--- config.mk ---
export PLATFORM = sky130hd
export DESIGN_NAME = triangle_pwm_ramp_with_text_commands_core
export DESIGN_NICKNAME = d
export VERILOG_FILES = /design/src/design/tprc_pkg.sv /design/src/design/tprc_fifo.sv /design/src/design/tprc_front.sv /design/src/design/tprc_exec.sv /design/src/design/triangle_pwm_ramp_with_text_commands_core.sv
export SDC_FILE = /design/constraint.sdc
export NUM_CORES = 1
export LEC_CHECK = 0
export BUFFER_PORTS_ARGS = -buffer_cell sky130_fd_sc_hd__buf_4
export CAP_MARGIN = 20
export CORE_MARGIN = 3
export CORE_UTILIZATION = 52
export CTS_CLUSTER_SIZE = 28
export DETAILED_ROUTE_END_ITERATION = 10
export PLACE_DENSITY = 0.69
export SETUP_SLACK_MARGIN = 0.3
export SYNTH_ARGS = -nofsm -noshare
export SYNTH_HDL_FRONTEND = slang
export SYNTH_SLANG_ARGS = --single-unit
--- constraint.sdc ---
create_clock -name clk -period 12 [get_ports clk]
set_clock_uncertainty 0.05 [all_clocks]
set_input_delay 2.4 -clock clk [delete_from_list [all_inputs] [get_ports clk]]
set_output_delay 2.4 -clock clk [all_outputs]
set_load 0.01 [all_outputs]
--- src/design/tprc_pkg.sv ---
// Shared types and constants of the breathing PWM generator with text commands.
package tprc_pkg;

  localparam int DUTY_W     = 7;
  localparam int PERIOD_W   = 16;
  localparam int PROD_W     = PERIOD_W + DUTY_W;
  localparam int RECIP_W    = 24;
  localparam int RECIP_SHIFT = 30;
  // ceil(2^30 / 100); exact floor division for every product below 2^23.
  localparam logic [RECIP_W-1:0] RECIP_100 = 24'd10737419;

  localparam logic [DUTY_W-1:0]   AUTO_TOP     = 7'd99;
  localparam logic [DUTY_W-1:0]   DUTY_MAX     = 7'd127;
  localparam logic [DUTY_W-1:0]   LIMIT_RESET  = 7'd50;
  localparam logic [PERIOD_W-1:0] PERIOD_RESET = 16'd999;

  // Only the first nine message bytes are ever examined.
  localparam int STORE_N = 9;

  localparam logic [7:0]  CH_FRAME   = 8'h24;
  localparam logic [7:0]  CH_ZERO    = 8'h30;
  localparam logic [7:0]  CH_NINE    = 8'h39;
  localparam logic [63:0] TXT_MANUAL = "$manual$";
  localparam logic [47:0] TXT_AUTO   = "$auto$";
  localparam logic [31:0] TXT_PWM    = "$PWM";

  // Configuration register index (paddr[2]).
  localparam logic REG_PERIOD = 1'b0;

  localparam int CMDQ_DEPTH = 2;
  localparam int RESQ_DEPTH = 4;

  typedef enum logic [1:0] {
    OP_TICK,
    OP_FRAME,
    OP_TEXT
  } op_t;

  typedef struct packed {
    op_t        op;
    logic [7:0] ch;
    logic [3:0] digit;
  } cmd_item_t;

  typedef struct packed {
    logic [PERIOD_W-1:0] compare_value;
    logic [DUTY_W-1:0]   duty;
    logic                manual_mode;
    logic [DUTY_W-1:0]   duty_limit;
    logic                rising;
  } result_t;

endpackage

--- src/design/tprc_fifo.sv ---
// Small register-based FIFO (depth must be a power of two).
module tprc_fifo #(
  parameter int W     = 8,
  parameter int DEPTH = 2
) (
  input  logic         clk,
  input  logic         rst_n,
  input  logic         push,
  input  logic [W-1:0] wr_data,
  input  logic         pop,
  output logic [W-1:0] rd_data,
  output logic         full,
  output logic         empty
);

  localparam int PTR_W = (DEPTH > 1) ? $clog2(DEPTH) : 1;
  localparam int CNT_W = $clog2(DEPTH + 1);

  logic [W-1:0]     mem_r [DEPTH];
  logic [PTR_W-1:0] wr_ptr_r, rd_ptr_r;
  logic [CNT_W-1:0] count_r;
  logic             do_push, do_pop;

  assign full    = (count_r == CNT_W'(DEPTH));
  assign empty   = (count_r == '0);
  assign do_push = push && !full;
  assign do_pop  = pop && !empty;
  assign rd_data = mem_r[rd_ptr_r];

  always_ff @(posedge clk) begin
    if (!rst_n) begin
      wr_ptr_r <= '0;
      rd_ptr_r <= '0;
      count_r  <= '0;
    end else begin
      if (do_push) wr_ptr_r <= wr_ptr_r + PTR_W'(1);
      if (do_pop)  rd_ptr_r <= rd_ptr_r + PTR_W'(1);
      if (do_push && !do_pop) count_r <= count_r + CNT_W'(1);
      else if (do_pop && !do_push) count_r <= count_r - CNT_W'(1);
    end
  end

  always_ff @(posedge clk) begin
    if (do_push) mem_r[wr_ptr_r] <= wr_data;
  end

endmodule

--- src/design/tprc_front.sv ---
// Front end: accepts items and classifies them into ticks, frame bytes and text bytes.
module tprc_front
  import tprc_pkg::*;
(
  input  logic      push,
  input  logic      in_cmd,
  input  logic [7:0] in_rx_byte,
  input  logic      q_full,
  output logic      full,
  output logic      q_push,
  output cmd_item_t q_item
);

  assign full   = q_full;
  assign q_push = push && !q_full;

  always_comb begin
    q_item.ch    = in_rx_byte;
    q_item.digit = '0;
    if (in_cmd) begin
      q_item.op = OP_TICK;
    end else if (in_rx_byte == CH_FRAME) begin
      q_item.op = OP_FRAME;
    end else begin
      q_item.op = OP_TEXT;
    end
    // Any non-digit character counts as zero.
    if (in_rx_byte >= CH_ZERO && in_rx_byte <= CH_NINE) begin
      q_item.digit = in_rx_byte[3:0];
    end
  end

endmodule

--- src/design/tprc_exec.sv ---
// Back end: ramp and command state, then a two-stage compare-count pipeline.
module tprc_exec
  import tprc_pkg::*;
#(
  parameter int MSG_MAX = 35
) (
  input  logic                clk,
  input  logic                rst_n,
  input  logic [PERIOD_W-1:0] period,
  input  cmd_item_t           q_item,
  input  logic                q_empty,
  output logic                q_pop,
  input  logic                res_full,
  output logic                res_push,
  output result_t             res
);

  localparam int CNT_W = $clog2(MSG_MAX + 1);

  // Stage 1: the state itself, holding the result of the last executed item.
  logic [DUTY_W-1:0] duty_r, duty_nxt;
  logic              up_r, up_nxt;
  logic              mode_r, mode_nxt;
  logic [DUTY_W-1:0] limit_r, limit_nxt;
  logic              listen_r, listen_nxt;
  logic [CNT_W-1:0]  cnt_r, cnt_nxt;
  logic [7:0]        store_r [STORE_N];
  logic [7:0]        store_nxt [STORE_N];
  logic [3:0]        dig4_r, dig4_nxt, dig5_r, dig5_nxt;
  logic              s1_valid_r;

  // Stage 2: period * duty. Stage 3: divided by 100.
  logic              s2_valid_r;
  logic [PROD_W-1:0] s2_prod_r;
  result_t           s2_res_r;
  logic              s3_valid_r;
  result_t           s3_res_r;

  logic                      adv;
  logic [DUTY_W-1:0]         top, step;
  logic [CNT_W-1:0]          cnt_inc;
  logic                      listen_now, eq_manual, eq_auto, is_pwm, closing;
  logic [PROD_W+RECIP_W-1:0] scaled;

  assign adv      = !s3_valid_r || !res_full;
  assign q_pop    = adv && !q_empty;
  assign res_push = s3_valid_r;
  assign res      = s3_res_r;
  assign scaled   = s2_prod_r * RECIP_100;

  always_comb begin
    duty_nxt   = duty_r;
    up_nxt     = up_r;
    mode_nxt   = mode_r;
    limit_nxt  = limit_r;
    listen_nxt = listen_r;
    cnt_nxt    = cnt_r;
    store_nxt  = store_r;
    dig4_nxt   = dig4_r;
    dig5_nxt   = dig5_r;
    top        = mode_r ? limit_r : AUTO_TOP;
    step       = duty_r;
    cnt_inc    = cnt_r + CNT_W'(1);
    listen_now = 1'b0;
    eq_manual  = 1'b0;
    eq_auto    = 1'b0;
    is_pwm     = 1'b0;
    closing    = 1'b0;
    if (q_pop) begin
      if (q_item.op == OP_TICK) begin
        if (up_r) begin
          step = (duty_r == DUTY_MAX) ? duty_r : duty_r + DUTY_W'(1);
        end else begin
          step = (duty_r == '0) ? duty_r : duty_r - DUTY_W'(1);
        end
        duty_nxt = step;
        if (step >= top) up_nxt = 1'b0;
        if (step == '0) up_nxt = 1'b1;
      end else begin
        listen_now = listen_r || (q_item.op == OP_FRAME);
        if (listen_now) begin
          for (int k = 0; k < STORE_N; k++) begin
            if (k < MSG_MAX && cnt_r == CNT_W'(k)) store_nxt[k] = q_item.ch;
          end
          if (cnt_r == CNT_W'(4)) dig4_nxt = q_item.digit;
          if (cnt_r == CNT_W'(5)) dig5_nxt = q_item.digit;

          // Text equality also needs the byte after the text to be zero.
          eq_manual = (store_nxt[8] == 8'h00);
          for (int k = 0; k < 8; k++) begin
            if (store_nxt[k] != TXT_MANUAL[8*(7-k) +: 8]) eq_manual = 1'b0;
          end
          eq_auto = (store_nxt[6] == 8'h00);
          for (int k = 0; k < 6; k++) begin
            if (store_nxt[k] != TXT_AUTO[8*(5-k) +: 8]) eq_auto = 1'b0;
          end
          is_pwm = 1'b1;
          for (int k = 0; k < 4; k++) begin
            if (store_nxt[k] != TXT_PWM[8*(3-k) +: 8]) is_pwm = 1'b0;
          end

          if (eq_manual) mode_nxt = 1'b1;
          if (eq_auto) mode_nxt = 1'b0;

          closing = (cnt_inc >= CNT_W'(MSG_MAX)) ||
                    ((q_item.op == OP_FRAME) && (cnt_inc > CNT_W'(1)));
          if (closing) begin
            if (mode_nxt && is_pwm) begin
              limit_nxt = DUTY_W'({dig4_nxt, 3'b000}) + DUTY_W'({dig4_nxt, 1'b0}) +
                          DUTY_W'(dig5_nxt);
            end
            listen_nxt = 1'b0;
            cnt_nxt    = '0;
            for (int k = 0; k < STORE_N; k++) store_nxt[k] = 8'h00;
            dig4_nxt = '0;
            dig5_nxt = '0;
          end else begin
            listen_nxt = 1'b1;
            cnt_nxt    = cnt_inc;
          end
        end
      end
    end
  end

  always_ff @(posedge clk) begin
    if (!rst_n) begin
      duty_r     <= '0;
      up_r       <= 1'b1;
      mode_r     <= 1'b1;
      limit_r    <= LIMIT_RESET;
      listen_r   <= 1'b0;
      cnt_r      <= '0;
      for (int k = 0; k < STORE_N; k++) store_r[k] <= 8'h00;
      dig4_r     <= '0;
      dig5_r     <= '0;
      s1_valid_r <= 1'b0;
      s2_valid_r <= 1'b0;
      s3_valid_r <= 1'b0;
    end else begin
      duty_r   <= duty_nxt;
      up_r     <= up_nxt;
      mode_r   <= mode_nxt;
      limit_r  <= limit_nxt;
      listen_r <= listen_nxt;
      cnt_r    <= cnt_nxt;
      store_r  <= store_nxt;
      dig4_r   <= dig4_nxt;
      dig5_r   <= dig5_nxt;
      if (adv) begin
        s1_valid_r <= q_pop;
        s2_valid_r <= s1_valid_r;
        s3_valid_r <= s2_valid_r;
      end
    end
  end

  always_ff @(posedge clk) begin
    if (adv) begin
      s2_prod_r               <= PROD_W'(period) * PROD_W'(duty_r);
      s2_res_r.compare_value  <= '0;
      s2_res_r.duty           <= duty_r;
      s2_res_r.manual_mode    <= mode_r;
      s2_res_r.duty_limit     <= limit_r;
      s2_res_r.rising         <= up_r;
      s3_res_r.compare_value  <= scaled[RECIP_SHIFT +: PERIOD_W];
      s3_res_r.duty           <= s2_res_r.duty;
      s3_res_r.manual_mode    <= s2_res_r.manual_mode;
      s3_res_r.duty_limit     <= s2_res_r.duty_limit;
      s3_res_r.rising         <= s2_res_r.rising;
    end
  end

endmodule

--- src/design/triangle_pwm_ramp_with_text_commands_core.sv ---
// Top level of the breathing PWM generator with a '$'-framed text command receiver.
//
//   channel  | handshake          | payload
//   ---------+--------------------+-----------------------------------------------
//   input    | push / full        | in_cmd, in_rx_byte
//   result   | pop / empty        | out_compare_value, out_duty, out_manual_mode,
//            |                    | out_duty_limit, out_rising
//   config   | psel/penable/...   | paddr, pwdata, prdata (period at address 0)
//
// The block takes one item per cycle while full is low and returns one item for each.
// A result passes, in order, through the command queue, the state update, the
// period * duty multiplier and the reciprocal multiply that divides by 100, whose
// output is written into the result queue that drives the result ports. It can be
// taken at the next edge.
// Reset is synchronous and active low; it loads period 999, duty 0, a rising ramp,
// manual mode and a limit of 50, and needs no clearing pass.
// A stalled result side fills the result queue and then the command queue; full rises
// only when both are full, and nothing is lost or repeated.
module triangle_pwm_ramp_with_text_commands_core
  import tprc_pkg::*;
#(
  parameter int MSG_MAX = 35
) (
  input  logic                clk,
  input  logic                rst_n,
  // Input channel.
  input  logic                push,
  output logic                full,
  input  logic                in_cmd,
  input  logic [7:0]          in_rx_byte,
  // Result channel.
  output logic                empty,
  input  logic                pop,
  output logic [PERIOD_W-1:0] out_compare_value,
  output logic [DUTY_W-1:0]   out_duty,
  output logic                out_manual_mode,
  output logic [DUTY_W-1:0]   out_duty_limit,
  output logic                out_rising,
  // Configuration port.
  input  logic                psel,
  input  logic                penable,
  input  logic                pwrite,
  input  logic [2:0]          paddr,
  input  logic [31:0]         pwdata,
  output logic [31:0]         prdata,
  output logic                pready
);

  // The period register scales the duty percent into a timer compare count.
  logic [PERIOD_W-1:0] period_r;
  logic                cfg_wr;

  cmd_item_t q_wr_item, q_rd_item;
  logic      q_push, q_pop, q_full, q_empty;
  result_t   res_wr, res_rd;
  logic      res_push, res_full;

  assign pready = 1'b1;
  assign cfg_wr = psel && penable && pwrite && pready;

  always_ff @(posedge clk) begin
    if (!rst_n) begin
      period_r <= PERIOD_RESET;
    end else if (cfg_wr && paddr[2] == REG_PERIOD) begin
      period_r <= pwdata[PERIOD_W-1:0];
    end
  end

  // Only one register exists, at every address with paddr[2] low; every other address reads as zero.
  assign prdata = (paddr[2] == REG_PERIOD) ? {{(32-PERIOD_W){1'b0}}, period_r} : '0;

  // The front end classifies each item before it enters the command queue.
  tprc_front u_front (
    .push       (push),
    .in_cmd     (in_cmd),
    .in_rx_byte (in_rx_byte),
    .q_full     (q_full),
    .full       (full),
    .q_push     (q_push),
    .q_item     (q_wr_item)
  );

  // Short queue that lets the front end keep accepting while the back end stalls.
  tprc_fifo #(
    .W     ($bits(cmd_item_t)),
    .DEPTH (CMDQ_DEPTH)
  ) u_cmd_q (
    .clk     (clk),
    .rst_n   (rst_n),
    .push    (q_push),
    .wr_data (q_wr_item),
    .pop     (q_pop),
    .rd_data (q_rd_item),
    .full    (q_full),
    .empty   (q_empty)
  );

  // The back end updates the ramp and command state and computes the compare count.
  tprc_exec #(
    .MSG_MAX (MSG_MAX)
  ) u_exec (
    .clk      (clk),
    .rst_n    (rst_n),
    .period   (period_r),
    .q_item   (q_rd_item),
    .q_empty  (q_empty),
    .q_pop    (q_pop),
    .res_full (res_full),
    .res_push (res_push),
    .res      (res_wr)
  );

  // Result queue; its head is what the result ports show.
  tprc_fifo #(
    .W     ($bits(result_t)),
    .DEPTH (RESQ_DEPTH)
  ) u_res_q (
    .clk     (clk),
    .rst_n   (rst_n),
    .push    (res_push),
    .wr_data (res_wr),
    .pop     (pop),
    .rd_data (res_rd),
    .full    (res_full),
    .empty   (empty)
  );

  assign out_compare_value = res_rd.compare_value;
  assign out_duty          = res_rd.duty;
  assign out_manual_mode   = res_rd.manual_mode;
  assign out_duty_limit    = res_rd.duty_limit;
  assign out_rising        = res_rd.rising;

endmodule

## After elaboration in Yosys (flattened, before gate mapping)

Memory sizes are Yosys's and may differ from the RTL's. A register that Yosys moved wholly into a read port is not among the register bits.
Cells that the tools add are included.

| operators by class | value |
|---|---|
| $mul | 2 |
| shifts and indexed selects | 0 |
| equality and inequality tests | 29 |
| bitwise gates (word level) | 2 |
| order comparisons | 5 |
| add/sub/neg operators | 13 |
| muxes and demuxes | 105 |
| reductions and logical operators | 43 |
| div/mod/pow operators | 0 |

Operators with widths:

| cell | number |
|---|---|
| 8-bit 2-to-1 mux | 36 |
| 8-bit by 7-bit inequality test with 1-bit output (second input constant) | 13 |
| 72-bit 2-to-1 mux | 1 |
| 23-bit by 24-bit multiplier with 46-bit output (second input constant) | 1 |
| 4-bit 2-to-1 mux | 11 |
| 7-bit 2-to-1 mux | 6 |
| 1-bit 2-to-1 mux | 41 |
| 6-bit by 3-bit equality test with 1-bit output (second input constant) | 4 |
| 8-bit by 6-bit inequality test with 1-bit output (second input constant) | 3 |
| 16-bit by 7-bit multiplier with 23-bit output | 1 |
| 1-bit logical AND | 16 |
| 8-bit zero test | 2 |
| 16-bit 2-to-1 mux | 1 |
| 7-bit zero test | 2 |
| 6-bit by 2-bit equality test with 1-bit output (second input constant) | 2 |
| 2-bit 2-to-1 mux | 6 |
| 1-bit zero test | 9 |
| 8-bit by 6-bit equality test with 1-bit output (second input constant) | 1 |
| 8-bit by 6-bit >= comparator with 1-bit output (second input constant) | 1 |
| 8-bit by 6-bit less-or-equal comparator with 1-bit output (second input constant) | 1 |
| 7-bit by 1-bit adder with 7-bit output (second input constant) | 1 |
| 7-bit by 4-bit adder with 7-bit output | 1 |
| 7-bit by 5-bit adder with 7-bit output | 1 |
| 7-bit equality test (second input constant) | 1 |
| 26 further kinds | 37 |

| storage, ports and cells | value |
|---|---|
| bits in latches | 0 |
| memories | 2 |
| output and inout bits | 67 |
| RAM bits | 156 |
| memory bits (read-only) | 0 |
| register bits after elaboration | 204 |

Memory list:

| memory | depth | width | rd ports | clocked after Yosys merged registers in | write ports | line | source |
|---|---|---|---|---|---|---|---|
| u_res_q.mem_r | 4 | 32 | 1 | 1 | 1 | tprc_fifo.sv:19 | `logic [W-1:0] mem_r [DEPTH];` |
| u_cmd_q.mem_r | 2 | 14 | 1 | 1 | 1 | tprc_fifo.sv:19 |  |

## Depth between registers and ports, before layout

| logic depth | value |
|---|---|
| depth in word-level cells | 24 |
| gate-level depth with buffers | 25 |
| gate-level depth less buffers | 25 |

## Cells and area by module

Synthesis repeated with hierarchy kept, for this count alone.

| unflattened totals | value |
|---|---|
| cells, all modules | 2514 |
| area total of the unflattened synthesis | 27899.3 um^2 |

By module, submodules not included:

| module | seq. area each (um^2) | times used | cells each | area each (um^2) |
|---|---|---|---|---|
| tprc_exec | 4254.1 | 1 | 2105 | 20399.6 |
| tprc_fifo (u_res_q) | 4023.9 | 1 | 215 | 5147.4 |
| tprc_fifo (u_cmd_q) | 940.9 | 1 | 68 | 1237.4 |
| triangle_pwm_ramp_with_text_commands_core | 320.3 | 1 | 106 | 947.2 |
| tprc_front | 0.0 | 1 | 20 | 167.7 |

## Worst setup path after synthesis

OpenSTA, ideal clock, no wires.

| timing | value |
|---|---|
| path kind | register to register |
| start | register u_exec.s2_prod_r[3] |
| end | register u_exec.s3_res_r, in the netlist u_exec.res[28], data pin |
| clock period less this slack | 6.544 ns |
| data required time | 11.684 ns |
| slack | 5.456 ns |
| stages on the path, launching flop included | 22 |
| data arrival time | 6.228 ns |
| cell sequence | edfxtp_1 > fa_1 > fa_1 > inv_1 > fa_1 > inv_1 > fa_1 > fa_1 > fa_1 > inv_1 > fa_1 > inv_1 > ha_1 > a211oi_1 > o21ai_0 > o2111ai_1 > a211oi_1 > o31ai_1 > o32ai_1 > nor4_1 > nor3_1 > xor2_1 |

| between the ends | value |
|---|---|
| word-level cells in the longest chain between the ends | 1 |

Ends and longest elaborated chain:

| element | line | source |
|---|---|---|
| start: declaration | tprc_exec.sv:34 | `logic [PROD_W-1:0] s2_prod_r;` |
| start signal: assignment | tprc_exec.sv:160 | `s2_prod_r <= PROD_W'(period) * PROD_W'(duty_r);` |
| 23-bit by 24-bit multiplier with 46-bit output | tprc_exec.sv:49 | `assign scaled = s2_prod_r * RECIP_100;` |
| net u_exec.scaled[42] | tprc_exec.sv:43 | `logic [PROD_W+RECIP_W-1:0] scaled;` |
| end: declaration | tprc_exec.sv:37 | `result_t s3_res_r;` |

The timed path passes the listed nets, and every way through them passes these cells.
A chain may end at the register's enable or synchronous reset.

## Worst setup path in the final report

Ends and elaborated chain as after synthesis.

==> metrics.txt <==
# TYPE chip_impl_metric gauge
chip_impl_metric{name="clk_transition_reported_paths",unit="ns"} 0.06
chip_impl_metric{name="grt_util_all_layers",unit="%"} 22.24
chip_impl_metric{name="highest_clock_rate",unit="MHz"} 133.7
chip_impl_metric{name="number_of_h_tree_branching_levels",unit=""} 2
chip_impl_metric{name="post_route_cells_drive_above_1_share",unit="%"} 8.449
chip_impl_metric{name="drv_cap",unit=""} 0
chip_impl_info{name="post_synth_most_frequent_cells",value="sky130_fd_sc_hd__inv_1, sky130_fd_sc_hd__ha_1, sky130_fd_sc_hd__fa_1"} 1
chip_impl_metric{name="std_cell_rows",unit=""} 84
chip_impl_metric{name="syn_inst",unit=""} 2513
chip_impl_metric{name="route.vias.total",unit=""} 18070
chip_impl_info{name="synth.largest_area_cell",value="sky130_fd_sc_hd__edfxtp_1"} 1
chip_impl_metric{name="post_synth_fa_ha_maj_area_fraction",unit="%"} 33.16
chip_impl_metric{name="synthesis.area",unit="sq um"} 27750
chip_impl_info{name="unrepaired_setup_endpoints_after_global_routing",value="no"} 1
chip_impl_metric{name="post-route-drc-count",unit=""} 0
chip_impl_metric{name="die-width",unit="um"} 237.0
chip_impl_metric{name="ant_nets",unit=""} 0
chip_impl_metric{name="p_per_area",unit="nW/um^2"} 264.4
chip_impl_metric{name="number_of_synthesized_register_bits",unit=""} 363
chip_impl_metric{name="die_footprint",unit="sq um"} 56180
chip_impl_info{name="dominant_combinational_cell_family_by_area_after_synthesis",value="adder cells"} 1
chip_impl_info{name="most_used_standard_cell_by_instance_count_after_synthesis",value="sky130_fd_sc_hd__inv_1"} 1
chip_impl_metric{name="average_vias_per_placed_instance",unit=""} 5.490
chip_impl_metric{name="final_setup_violation_count",unit=""} 0
chip_impl_metric{name="postCtsSetupRepairBufs",unit=""} 0
chip_impl_metric{name="synth.distinct_cells",unit=""} 84
chip_impl_metric{name="post_drt_wl_per_cell",unit="um"} 18.63
chip_impl_metric{name="crit_path_max_fanout",unit=""} 8
chip_impl_info{name="cp-start-kind",value="flop"} 1
chip_impl_metric{name="share_of_yosys_cell_area_claimed_by_the_top_area_cell_type",unit="%"} 24.56
chip_impl_metric{name="vdd_ir_drop_max",unit="mV"} 0.2341
chip_impl_metric{name="synth_mux_area_share",unit="%"} 3.760
chip_impl_info{name="cts_root_buffer",value="sky130_fd_sc_hd__clkbuf_16"} 1
chip_impl_metric{name="place.gp.congestion",unit=""} 0.9462
chip_impl_metric{name="starting_density",unit="%"} 52.71
chip_impl_metric{name="core_region_area",unit="sq um"} 52660
chip_impl_metric{name="cts_inserted_buffers",unit=""} 40
chip_impl_metric{name="max_slew_margin",unit="%"} 34.57
chip_impl_metric{name="numPortBuffers",unit=""} 82
chip_impl_metric{name="post_synth_xor_area_fraction",unit="%"} 1.704
chip_impl_metric{name="vias_in_the_first_global_route",unit=""} 18900
chip_impl_metric{name="fin_crit",unit="ns"} 7.479
chip_impl_metric{name="grt_antenna_before_repair",unit=""} 2
chip_impl_metric{name="number_of_buffers_between_clock_root_and_the_deepest_sink",unit=""} 3
chip_impl_metric{name="drt_first_pass_iters",unit=""} 5
chip_impl_metric{name="tightestPinTransition",unit="ns"} 0.9801
chip_impl_metric{name="synth_compound_area_share",unit="%"} 8.169
chip_impl_metric{name="n_antenna_cell",unit=""} 0
chip_impl_metric{name="grt_pass1_wl",unit="mm"} 99.86
chip_impl_metric{name="setup-tns-final",unit="ns"} 0
chip_impl_metric{name="final-max-slew-violation-count",unit=""} 0
chip_impl_metric{name="worst_skew_pair.late_latency",unit="ns"} 0.56
chip_impl_metric{name="whs",unit="ns"} 0.3709
chip_impl_metric{name="detailedPlacementHpwl",unit="mm"} 47.37
chip_impl_metric{name="synth-edff-count",unit=""} 227
chip_impl_metric{name="min_period_over_period",unit="%"} 62.33
chip_impl_info{name="worst_hold_path_type",value="reg -> reg"} 1
chip_impl_metric{name="timing.final.hold_violations",unit=""} 0
chip_impl_metric{name="arrival",unit="ns"} 7.72
chip_impl_metric{name="critPathRequiredTime",unit="ns"} 12.24
chip_impl_metric{name="ys_async_sr_fraction",unit="%"} 0
chip_impl_metric{name="synth-seq-area-share",unit="%"} 34.37
chip_impl_metric{name="synth-simple-area-share",unit="%"} 11.49
chip_impl_metric{name="drt_wl_total",unit="mm"} 61.35
chip_impl_info{name="run_status",value="finished, final reports clean"} 1
chip_impl_metric{name="yosysWarnings",unit=""} 0
chip_impl_metric{name="floorplan.io_pins",unit=""} 118
chip_impl_info{name="ys_top_cells_by_area",value="sky130_fd_sc_hd__edfxtp_1, sky130_fd_sc_hd__fa_1, sky130_fd_sc_hd__ha_1, sky130_fd_sc_hd__dfxtp_1, sky130_fd_sc_hd__inv_1"} 1
chip_impl_metric{name="postCtsResizedCells",unit=""} 0
chip_impl_metric{name="power.leakage",unit="nW"} 13.74
chip_impl_metric{name="holdBufCountCts",unit=""} 0
chip_impl_metric{name="die_height",unit="um"} 237.0
chip_impl_metric{name="area.growth.synth_to_final",unit="%"} 9.192
chip_impl_metric{name="grt-ovfl-total",unit=""} 0
chip_impl_info{name="crit_path_end_kind",value="flop"} 1
chip_impl_metric{name="numClockSinks",unit=""} 363
chip_impl_metric{name="syn_avg_cell_area",unit="sq um"} 11.04
chip_impl_metric{name="initialDrtViolationCount",unit=""} 1150
chip_impl_metric{name="fin_nets",unit=""} 3199
chip_impl_info{name="ys_dominant_reg_cell",value="sky130_fd_sc_hd__edfxtp_1"} 1
chip_impl_metric{name="grt_max_degree",unit=""} 136
chip_impl_metric{name="fill_count",unit=""} 4347
chip_impl_info{name="tritoncts_clock_tree",value="done"} 1
chip_impl_info{name="crit_type",value="reg -> reg"} 1
==> flip-flops by register name, summed over array words and instances (netlist names), named ones only <==
register           cells
u_res_q.mem_r        128
u_exec.store_r        72
u_exec.res            32
u_cmd_q.mem_r         28
u_exec.s2_prod_r      23
period_r              16
u_exec.s2_res_r       16
u_exec.duty_r          7
u_exec.limit_r         7
u_exec.cnt_r           6
u_exec.dig4_r          4
u_exec.dig5_r          4
u_res_q.count_r        3
u_cmd_q.count_r        2
u_res_q.rd_ptr_r       2
u_res_q.wr_ptr_r       2
u_cmd_q.rd_ptr_r       1
u_cmd_q.wr_ptr_r       1
u_exec.listen_r        1
u_exec.mode_r          1
u_exec.res_push        1
u_exec.s1_valid_r      1
u_exec.s2_valid_r      1
u_exec.up_r            1
==> routing by layer <==
layer | up-vias | GRT usage (%) | part of all wire [%]
met4 | 2 | 4.948 | 1.8
met2 | 416 | 37.13 | 48
met5 | - | 0 | 0.021
li1 | 8584 | - | -
met3 | 87 | 4.041 | 5.4
met1 | 8985 | 30.45 | 45
==> power breakdown <==
group          total (mW)  switching [mW]  internal [mW]
registers            1.63           0.140           1.49
clock network        1.21           0.493          0.720
logic                5.17            3.02           2.14
total                8.01            3.66           4.36
==> critical path, cell delays in order, from the launching register on <==
cell and delay [ns]:
sky130_fd_sc_hd__edfxtp_1 0.59, sky130_fd_sc_hd__fa_1 0.61, sky130_fd_sc_hd__fa_1 0.56, sky130_fd_sc_hd__inv_1 0.05, sky130_fd_sc_hd__fa_1 0.47, sky130_fd_sc_hd__inv_1 0.05
sky130_fd_sc_hd__fa_1 0.53, sky130_fd_sc_hd__fa_1 0.46, sky130_fd_sc_hd__fa_1 0.56, sky130_fd_sc_hd__inv_1 0.06, sky130_fd_sc_hd__fa_1 0.52, sky130_fd_sc_hd__inv_1 0.04
sky130_fd_sc_hd__ha_1 0.30, sky130_fd_sc_hd__a211oi_1 0.08, sky130_fd_sc_hd__o21ai_0 0.31, sky130_fd_sc_hd__o2111ai_1 0.20, sky130_fd_sc_hd__a211oi_1 0.55, sky130_fd_sc_hd__o31ai_1 0.22
sky130_fd_sc_hd__o32ai_1 0.56, sky130_fd_sc_hd__nor4_1 0.09, sky130_fd_sc_hd__nor3_1 0.24, sky130_fd_sc_hd__xor2_1 0.10
==> logic make-up after synthesis <==
logic type	after synthesis
muxes	63
AOI/OAI and AO/OA	339
DFF	363
other	2
adders and majority gates	576
and+or+nand+nor	602
buffers and inverters	514
xor gates and xnor gates	54
==> cells in the final DEF (no fill, tap or decap), types with 22 or more instances in the layout <==
cell type	instances
sky130_fd_sc_hd__a21o_1	22
sky130_fd_sc_hd__nor3_1	32
sky130_fd_sc_hd__edfxtp_1	227
sky130_fd_sc_hd__fa_1	266
sky130_fd_sc_hd__clkbuf_16	44
sky130_fd_sc_hd__dfxtp_1	135
sky130_fd_sc_hd__o21ai_0	50
sky130_fd_sc_hd__nand2_1	179
sky130_fd_sc_hd__mux4_2	32
sky130_fd_sc_hd__buf_4	98
sky130_fd_sc_hd__a22oi_1	67
sky130_fd_sc_hd__ha_1	310
sky130_fd_sc_hd__nand3_1	38
sky130_fd_sc_hd__nor2_1	71
sky130_fd_sc_hd__a21oi_1	67
sky130_fd_sc_hd__xnor2_1	38
sky130_fd_sc_hd__and2_1	59
sky130_fd_sc_hd__nor2b_1	117
sky130_fd_sc_hd__inv_1	415
==> stage by stage <==
stage | util, % | total power [mW] | instances | cell area [sq um] | setup WS (ns)
floorplan | - | 5.338 | 2528 | 27810 | 5.456
global placement | 54.95 | 6.636 | 3216 | 28930 | 4.527
detailed placement | 54.96 | 6.789 | 3217 | 28940 | 4.419
CTS | 57.50 | 8.077 | 3291 | 30280 | 4.401
global route | 57.55 | 8.914 | 3292 | 30310 | 4.206
finish | 57.55 | 8.013 | 3292 | 30310 | 4.521
==> layout make-up <==
cell class                      count  area [sq um]  area share, %
Clock buffer                       60          1241          4.096
Clock inverter                     14         95.09         0.3138
Inverter                          417          1565          5.165
Multi-Input combinational cell   1651         16240          53.59
Sequential cell                   363          9540          31.48
Tap cell                          688         860.8          2.841
Timing Repair Buffer               99         763.2          2.518
==> worst paths after layout <==
check,from,slack [ns],end,cells after the start
setup / recovery,u_exec.s2_prod_r[3],4.52,u_exec.res[28],21
hold / removal,u_exec.s2_res_r[14],0.37,u_exec.res[14],0
setup reg to reg,u_exec.s2_prod_r[3],4.52,u_exec.res[28],21
hold reg to reg,u_exec.s2_res_r[14],0.37,u_exec.res[14],0
Note: power is estimated with default switching activity, not from simulation.
